--- src/rtl/swm_pkg.sv ---
`timescale 1ns / 1ps
// shared types and constants of the separable window filter
package swm_pkg;

  localparam int HEIGHT_BITS    = 13;
  localparam int MAX_HEIGHT     = 4096;
  localparam int CFG_INDEX_BITS = 4;
  localparam int CFG_DATA_BITS  = 16;

  localparam int WIDTH_BITS_CFG  = 11;
  localparam int RADIUS_BITS_CFG = 4;

  localparam logic [WIDTH_BITS_CFG-1:0]  WIDTH_RESET  = 11'd256;
  localparam logic [HEIGHT_BITS-1:0]     HEIGHT_RESET = 13'd256;
  localparam logic [RADIUS_BITS_CFG-1:0] RADIUS_RESET = 4'd4;

  typedef enum logic [CFG_INDEX_BITS-1:0] {
    REG_IMAGE_WIDTH   = 4'd0,
    REG_IMAGE_HEIGHT  = 4'd1,
    REG_WINDOW_RADIUS = 4'd2,
    REG_FILTER_MODE   = 4'd3
  } reg_index_t;

  typedef enum logic [2:0] {
    S_IDLE,
    S_HRD,
    S_HACC,
    S_HDIV,
    S_VACC,
    S_VDIV,
    S_OUT
  } state_t;

  typedef struct packed {
    logic accept;
    logic cfg_wr;
    logic rd;
    logic hacc;
    logic col_next;
    logic row_next;
    logic vacc;
    logic div_start;
    logic div_src_v;
    logic div_step;
    logic load_out;
  } cmd_t;

  typedef struct packed {
    logic emit;
    logic j_last;
    logic i_last;
    logic div_done;
    logic out_free;
    logic mean;
  } status_t;

endpackage

--- src/rtl/swm_ctrl.sv ---
`timescale 1ns / 1ps
// sequencer that walks the window for each request that yields a result
module swm_ctrl (
  input  logic             clk,
  input  logic             rst,
  input  logic             in_valid,
  input  logic             cfg_valid,
  output logic             in_ready,
  output logic             cfg_ready,
  input  swm_pkg::status_t st,
  output swm_pkg::cmd_t    cmd
);
  import swm_pkg::*;

  state_t state, state_next;

  always_ff @(posedge clk) begin
    if (rst) begin
      state <= S_IDLE;
    end else begin
      state <= state_next;
    end
  end

  always_comb begin
    state_next = state;
    cmd        = '0;
    in_ready   = 1'b0;
    cfg_ready  = 1'b0;
    unique case (state)
      S_IDLE: begin
        cfg_ready = 1'b1;
        in_ready  = !cfg_valid;
        if (cfg_valid) begin
          cmd.cfg_wr = 1'b1;
        end else if (in_valid) begin
          cmd.accept = 1'b1;
          if (st.emit) state_next = S_HRD;
        end
      end
      S_HRD: begin
        cmd.rd     = 1'b1;
        state_next = S_HACC;
      end
      S_HACC: begin
        cmd.hacc = 1'b1;
        if (st.j_last) begin
          if (st.mean) begin
            cmd.div_start = 1'b1;
            state_next    = S_HDIV;
          end else begin
            state_next = S_VACC;
          end
        end else begin
          cmd.col_next = 1'b1;
          state_next   = S_HRD;
        end
      end
      S_HDIV: begin
        if (st.div_done) state_next = S_VACC;
        else cmd.div_step = 1'b1;
      end
      S_VACC: begin
        cmd.vacc = 1'b1;
        if (st.i_last) begin
          if (st.mean) begin
            cmd.div_start = 1'b1;
            cmd.div_src_v = 1'b1;
            state_next    = S_VDIV;
          end else begin
            state_next = S_OUT;
          end
        end else begin
          cmd.row_next = 1'b1;
          state_next   = S_HRD;
        end
      end
      S_VDIV: begin
        if (st.div_done) state_next = S_OUT;
        else cmd.div_step = 1'b1;
      end
      S_OUT: begin
        if (st.out_free) begin
          cmd.load_out = 1'b1;
          state_next   = S_IDLE;
        end
      end
      default: state_next = S_IDLE;
    endcase
  end

endmodule

--- config.mk ---
export PLATFORM = sky130hd
export DESIGN_NAME = swm_ctrl
export DESIGN_NICKNAME = d
export VERILOG_FILES = /design/src/rtl/swm_pkg.sv /design/src/rtl/swm_ctrl.sv
export SDC_FILE = /design/constraint.sdc
export NUM_CORES = 1
export LEC_CHECK = 0
export BUFFER_PORTS_ARGS = -buffer_cell sky130_fd_sc_hd__buf_2
export CAP_MARGIN = 20
export CORE_AREA = 4 4 41 43
export DETAILED_ROUTE_END_ITERATION = 8
export DIE_AREA = 0 0 45 47
export GPL_ROUTABILITY_DRIVEN = 0
export SYNTH_ARGS = -nofsm -noshare
export SYNTH_HDL_FRONTEND = slang
export SYNTH_SLANG_ARGS = --single-unit
--- constraint.sdc ---
create_clock -name clk -period 1 [get_ports clk]
set_input_delay 0.15 -clock clk [delete_from_list [all_inputs] [get_ports clk]]
set_output_delay 0.15 -clock clk [all_outputs]
set_load 0.05 [all_outputs]
### Word level (Yosys, flattened, before mapping)

Cells that the tools add are included.

| cells by class | value |
|---|---|
| eq/ne operators | 12 |
| reductions and logical operators | 4 |
| mux-type cells | 32 |

Operators with widths:

| operator | count |
|---|---|
| two-way mux 3 bit | 9 |
| case mux 3 bit (7 select lines) | 1 |
| two-way mux 1 bit | 15 |
| two-way mux 2 bit | 6 |
| inequality test 2 bit, second input constant | 6 |
| == test 3 bit, second input constant | 3 |
| == test 3 x 2 -> 1 bit, second input constant | 2 |
| AND reduction 6 bit | 1 |
| == test 3 x 1 -> 1 bit, second input constant | 1 |
| zero test 3 bit | 1 |
| case mux 1 bit (2 select lines) | 1 |
| OR reduction 2 bit | 1 |
| zero test 1 bit | 1 |

| word-level totals | value |
|---|---|
| register bits after elaboration | 3 |
| bits of input ports | 10 |
| logic and storage cells | 49 |
| output and inout bits | 13 |

### Depth between registers and ports, before layout

Gate-level depths: netlist (run 1).

| depth | value |
|---|---|
| depth in word-level cells | 4 |
| depth in mapped cells | 5 |

### Worst setup path after synthesis (run 1)

OpenSTA, ideal clock, no wires.

| timing path | value |
|---|---|
| path kind | reg2out |
| start point | register state[0] |
| end point | output cmd[10] (netlist name) |
| cell stages (with the launch flop) | 3 |
| path slack | -1.308 ns |
| buffers on the path | 0 |
| arrival | 2.158 ns |
| data required time | 0.850 ns |
| cells stage by stage | dfxtp_1 -> nor3_1 -> and3b_1 |

RTL lines:

| item | RTL line | source |
|---|---|---|
| start: declaration | swm_ctrl.sv:15 | `state_t state, state_next;` |
| start signal: assignment | swm_ctrl.sv:21 | `state <= state_next;` |
| end: declaration | swm_ctrl.sv:11 | `output swm_pkg::cmd_t cmd` |

==> impl_results.md, run 1 <==
* Register with the most flip-flops: state
* Part of the cycle the worst path needs at 1.48
* Syn-to-layout area delta at 145%
* Layout cells sized above 1 at 0.767
* Hpwl dp at 913 um
* Vias in the first global route at around 520
* Hold Path Class: in -> reg
* Avg Vias per Cell at 4.90
* Commonest non-fill, non-tap cell in the layout: buf_6
* Mux contribution to synthesized area at 0.0317
* Initial drt markers at 6
* CP Data Required Time at 0.85 ns
* I/O pins at 23
* Post-synthesis cell type with the largest combined area: dfxtp_1
* Sw Pwr at 1.47 mW
* 1st-pass router iterations at 4
* Crit Path Category: reg -> out
* Synthesized Nets at 56
* Internal power at 1.59 mW
* R2r setup slk at -0.32 ns
* Yosys warns at 0
* Root buf cell: clkbuf_4
* CP max FO at 6
* Pin count of the biggest net entering global routing at 9
* Pleak at 0.386 nW
* Final hold viol count at 0
* Yosys cell types at 29
* Clock power share at 0.070
* Post-Synthesis Cells at 46
* Total power at around 3 mW
* Slew margin rel. at 0.840
* Maxcap violations at 0
* Core box area at 1300 um^2
* Post-Syn Area at 355 um^2
* Worst-margin pin slew at 0.239 ns
* GRT overflow at 0
* Xor and xnor area share after synthesis at 0.0246
* CTS Buf Count at 3
* Kind of end point of the critical path: output pin
* Dpl cells at 87
* Failing checks: negative setup slack
* Die span in x at 45 um
* Combinational power share at 0.811
* Largest register FFs at 3
* Yosys top cell area share at 0.169
* Synth Area in Adders at 0
* Initial Utilization at 0.273
* Final Non-Filler Cells at ~100
* Synthesized area per cell at 7.72 um^2
* Vias post-DR at 495
* Synth Area in Compound Gates at 0.246
* Htree depth at 1
* Status: finished, violations left
* Sw Ratio at 0.480
* Peak VDD IR at 0.00208 V
* Startpoint class of the critical path: register
* Biggest regs: state x3
* Clock sink count at 3
* Nets@finish at 97
* Global-route wire length before repair at 2.15 mm
* Max Freq at 678 MHz
* Yosys reg bits at 3
* Max Slew Vio Count at 0
* PwrDens at ~3500 nW/um^2
* Clock Skew at around 0.0036 ns
* WP data arrival at 1.33 ns
* # rows at 13
* Routed WL at ~1.3 mm
* Post-synthesis sequential area ratio at 0.169
* All-layer global routing usage at 0.142
* Worst-skew pair later-pin latency at 0.24 ns
* Vert. Die Dim at about 47 um
* Initial antenna violation count at 0
* CTS Buffer Depth at 2
* Sequential power share at 0.119
* Final WS setup at -0.476 ns
* Residual DRC at 0
* Commonest non-fill, non-tap cells in the layout: 12 x buf_6, 10 x buf_2, 10 x buf_4, 5 x buf_8
* Average wire per standard cell at ~13 um
* CTS tree: built
* Simple-gate share of the synthesized area at 0.440
* Number of nets still failing antenna checks after routing at 0
* Largest family of logic cells by synthesized area: simple AND/OR/NAND/NOR gates
* RSZ-0062 raised after global routing: true
* Full die area at 2120 um^2
* # setup viols final at 16
* # diodes at 0
* Clock transition at path regs at 0.04 ns
* Final min period at 1.48 ns
* Top cells by area, synth: dfxtp_1 17%, nor3b_2 7.0%, nor2b_1 5.3%, a21oi_1 4.2%, a311oi_2 4.2%
* Port Buf Inserts at 22
==> cell type report <==
type	count	area, um^2
Clock buffer	4	26.3
Fill cell	115	430
Inverter	2	7.51
Multi-Input combinational cell	38	372
Sequential cell	3	71.3
Tap cell	15	18.8
Timing Repair Buffer	39	375
==> worst max-delay path: stages (launching register included) <==
cell     delay (ns)
dfxtp_4        0.37
buf_12         0.14
nor3_4         0.20
and3b_1        0.21
buf_6          0.16
==> worst paths after layout <==
check        cells after the start        to  startpoint
max                              4   cmd[10]    state[2]
min                              2  state[2]         rst
max reg2reg                      5  state[1]    state[2]
min reg2reg                      3  state[0]    state[1]
==> kinds of logic after synthesis <==
family                    Yosys count
AOI/OAI and AO/OA                  12
xor gates and xnor gates            1
buffers and inverters               5
DFF                                 3
muxes                               1
and+or+nand+nor                    24
==> timing repair <==
action,in CTS,in global routing
setup buffers,5,5
resized for setup,38,7
pin swaps,5,4
hold buffers,0,0
gates cloned,0,0
setup endpoints to repair,16,16
==> metal layers <==
metal	GRT usage	wire (um)
met3	0.0460	82
met4	0.0702	5
met5	0	0
met1	0.157	504
met2	0.243	712
==> synthesized netlist by cell type <==
library cell	instances
buf_2	1
nor2_1	4
a22oi_1	1
nor3_2	1
and4b_1	1
a32oi_1	1
a21o_1	1
xor2_1	1
buf_4	1
nor3_1	2
nand3b_1	2
o21ai_1	1
and2_1	2
nor4_1	1
and3b_1	1
nor3b_2	2
nand2_1	2
nand3_1	1
a21oi_1	3
a311oi_2	1
dfxtp_1	3
a211oi_2	1
and3_1	2
inv_1	2
nor2b_1	3
a31oi_1	1
mux2_1	1
o21ai_0	2
buf_6	1
==> metrics by stage <==
step,hold WS (ns),area [um^2],setup TNS [ns],util,setup WS (ns)
6_report,0.126,871,-5.96,0.669,-0.476
4_1_cts,0.118,795,-5.74,0.611,-0.458
2_1_floorplan,0.205,443,-5.80,-,-0.676
3_3_place_gp,0.368,607,-3.66,0.466,-0.318
3_5_place_dp,0.372,607,-3.91,0.466,-0.352
5_1_grt,0.128,871,-6.89,0.669,-0.533
==> power by group through the flow <==
stage	Sequential [mW]	Clock, mW	Combinational [mW]
after floorplan	0.283	0	1.39
after global routing	0.375	0.240	2.65
after detailed placement	0.343	0	1.71
final	0.365	0.215	2.48
after global placement	0.335	0	1.71
after CTS	0.364	0.232	2.16
No activity file was read; power rests on OpenSTA's default activity.
==> run 2: changes to the inputs <==
--- a/config.mk
+++ b/config.mk
@@ -11,6 +11,7 @@
 export DETAILED_ROUTE_END_ITERATION = 8
 export DIE_AREA = 0 0 45 47
 export GPL_ROUTABILITY_DRIVEN = 0
+export REMOVE_ABC_BUFFERS = 1
 export SYNTH_ARGS = -nofsm -noshare
 export SYNTH_HDL_FRONTEND = slang
 export SYNTH_SLANG_ARGS = --single-unit
==> run 2 against run 1 <==
Cell count decreased by 5.0%. Sequential share of layout area increased by 1.4 points. Utilization shrank 9.7 points. Worst setup slack got worse by 0.056 ns. Global-route usage down 0.25 points. Sequential power shrank 12%. Final area shrank 15%. First-iteration DRC count decreased by 50%. The flow still finishes with violations (negative setup slack). Critical path type unchanged. Clock power rose by 7%. Routed wire length down 2.4%.
==> impl_results.md, run 2 (same netlist as run 1, synthesis figures left out) <==
* Status: finished, violations left (unchanged)
* Failing checks: negative setup slack (unchanged)
* GRT overflow at 0 (unchanged)
* Core box area at 1300 um^2 (unchanged)
* Residual DRC at 0 (unchanged)
* Vias post-DR at 474 (was 495)
* Initial drt markers at 3 (was 6)
* Startpoint class of the critical path: register (unchanged)
* Util after Layout at 0.572 (was 0.669)
* Average wire per standard cell at 13.3 um (was 12.9 um)
* Largest register FFs at 3 (unchanged)
* Global-route wire length before repair at 2.04 mm (was 2.15 mm)
* Pleak at 0.340 nW (was 0.386 nW)
* Final min period at 1.53 ns (was 1.48 ns)
* I/O pins at 23 (unchanged)
* Final WS setup at -0.532 ns (was -0.476 ns)
* Port Buf Inserts at 22 (unchanged)
* Peak VDD IR at 0.00271 V (was 0.00208 V)
* Max Freq at 653 MHz (was 678 MHz)
* RSZ-0062 raised after global routing: true (unchanged)
* Full die area at 2120 um^2 (unchanged)
* Clock sink count at 3 (unchanged)
* Origin of the critical flop-to-flop path: state[1] (was state[2])
* All-layer global routing usage at 0.139 (was 0.142)
* Clock transition at path regs at 0.05 ns (was 0.04 ns)
* DR top layer: met4 (unchanged)
* Pin count of the biggest net entering global routing at 10 (was 9)
* CTS Buffer Depth at 2 (unchanged)
* Die span in x at 45 um (unchanged)
* CP max FO at 5 (was 6)
* WP data arrival at 1.38 ns (was 1.33 ns)
* Hpwl dp at 866 um (was 913 um)
* Initial Utilization at 0.273 (unchanged)
* Commonest non-fill, non-tap cells in the layout: 11 x buf_6, 11 x buf_4, 9 x buf_2 (was 12 x buf_6, 10 x buf_2, 10 x buf_4, 5 x buf_8)
* 1st-pass router iterations at 4 (unchanged)
* Dpl cells at 90 (was 87)
* Reg2reg end: state[1] (unchanged)
* Htree depth at 1 (unchanged)
* R2r setup slk at -0.25 ns (was -0.32 ns)
* Worst-margin pin slew at 0.280 ns (was 0.239 ns)
* Setup TNS at -5.83 ns (was -5.96 ns)
* CP Data Required Time at 0.85 ns (about the same)
* Syn-to-layout area delta at 110% (was 145%)
* Worst setup path end: cmd[3] (was cmd[10])
* Met2 routed WL at 651 um (was 712 um)
* Routed WL at 1.27 mm (was 1.30 mm)
* Part of the cycle the worst path needs at 1.53 (was 1.48)
* Maxcap violations at 0 (unchanged)
* Worst-skew pair later-pin latency at 0.25 ns (was 0.24 ns)
* Register with the most flip-flops: state (unchanged)
* Layout cells sized above 1 at 0.642 (was 0.767)
* WL met1 at 492 um (was 504 um)
* Avg Vias per Cell at 4.94 (was 4.90)
* Final hold viol count at 0 (unchanged)
* R2R cell count at 5 (unchanged)
* CTS tree: built (unchanged)
* Nets@finish at 92 (was 97)
* # diodes at 0 (unchanged)
* Crit Path Category: reg -> out (unchanged)
* CTS Buf Count at 3 (unchanged)
* Fill cell count at 125 (was 115)
* CP Launch Point: state[1] (was state[2])
* Hold Path Class: in -> reg (unchanged)
* Kind of end point of the critical path: output pin (unchanged)
* CTS Hold Buffers Added at 0 (unchanged)
* Root buf cell: clkbuf_4 (unchanged)
* Number of nets still failing antenna checks after routing at 0 (unchanged)
* Max Slew Vio Count at 0 (unchanged)
* Slew margin rel. at 0.813 (was 0.840)
* Clock Skew at 0.0119 ns (was 0.00362 ns)
* # rows at 13 (unchanged)
* Initial antenna violation count at 0 (unchanged)
* PwrDens at 3460 nW/um^2 (was 3520 nW/um^2)
* Final Non-Filler Cells at 96 (was 101)
* WL met3 at 95 um (was 82 um)
* Biggest regs: state x3 (unchanged)
* # setup viols final at 16 (unchanged)
* Vert. Die Dim at 47 um (unchanged)
* Vias in the first global route at 479 (was 524)
==> run 2: power by group <==
group	internal [mW]	switching, mW	leakage (nW)
Clock	0.151	0.0789	0.0150
Combinational	0.873	1.15	0.298
Sequential	0.201	0.120	0.0268
==> run 2: critical path, stage by stage, from the launching register on <==
cell	delay (ns)
dfxtp_4	0.36
buf_6	0.12
nor3b_4	0.25
a22oi_1	0.11
nor2_1	0.13
buf_6	0.18
==> run 2: worst min path at each step <==
stage / to / from / depth (start not counted)
final: state[2] / rst / 2
after detailed placement: state[2] / rst / 2
after floorplan: state[2] / rst / 1
after global placement: state[2] / rst / 2
after global routing: state[2] / rst / 2
after CTS: state[2] / rst / 2
==> run 2: repair_timing <==
action | 4_1_cts | 5_1_grt
resized for setup | 41 | 8
setup buffers | 2 | 1
setup endpoints to repair | 16 | 16
pin swaps | 5 | 1
gates cloned | 0 | 0
==> run 2: final cells by class <==
class / count / area (um^2) / area share
inverter: 2 / 7.51 / 0.0101
tap: 15 / 18.8 / 0.0252
clock buffer: 4 / 26.3 / 0.0353
multi-input combinational: 38 / 324 / 0.435
sequential: 3 / 71.3 / 0.0958
timing repair buffer: 34 / 297 / 0.398
==> run 2: per-layer routing <==
| metal | vias up | GRT usage |
|---|---|---|
| met2 | 17 | 0.249 |
| met3 | 4 | 0.0345 |
| met5 | - | 0 |
| met1 | 213 | 0.139 |
| li1 | 240 | - |
| met4 | 0 | 0.105 |
==> run 2: stage by stage <==
stage / worst slack [ns] / power (mW) / hold WS (ns) / instance area [um^2]
3_5_place_dp: -0.336 / 1.79 / 0.372 / 536
3_3_place_gp: -0.335 / 1.78 / 0.370 / 536
5_1_grt: -0.582 / 2.72 / 0.106 / 744
2_1_floorplan: -1.40 / 1.37 / 0.215 / 332
6_report: -0.532 / 2.58 / 0.107 / 744
4_1_cts: -0.479 / 2.42 / 0.104 / 706
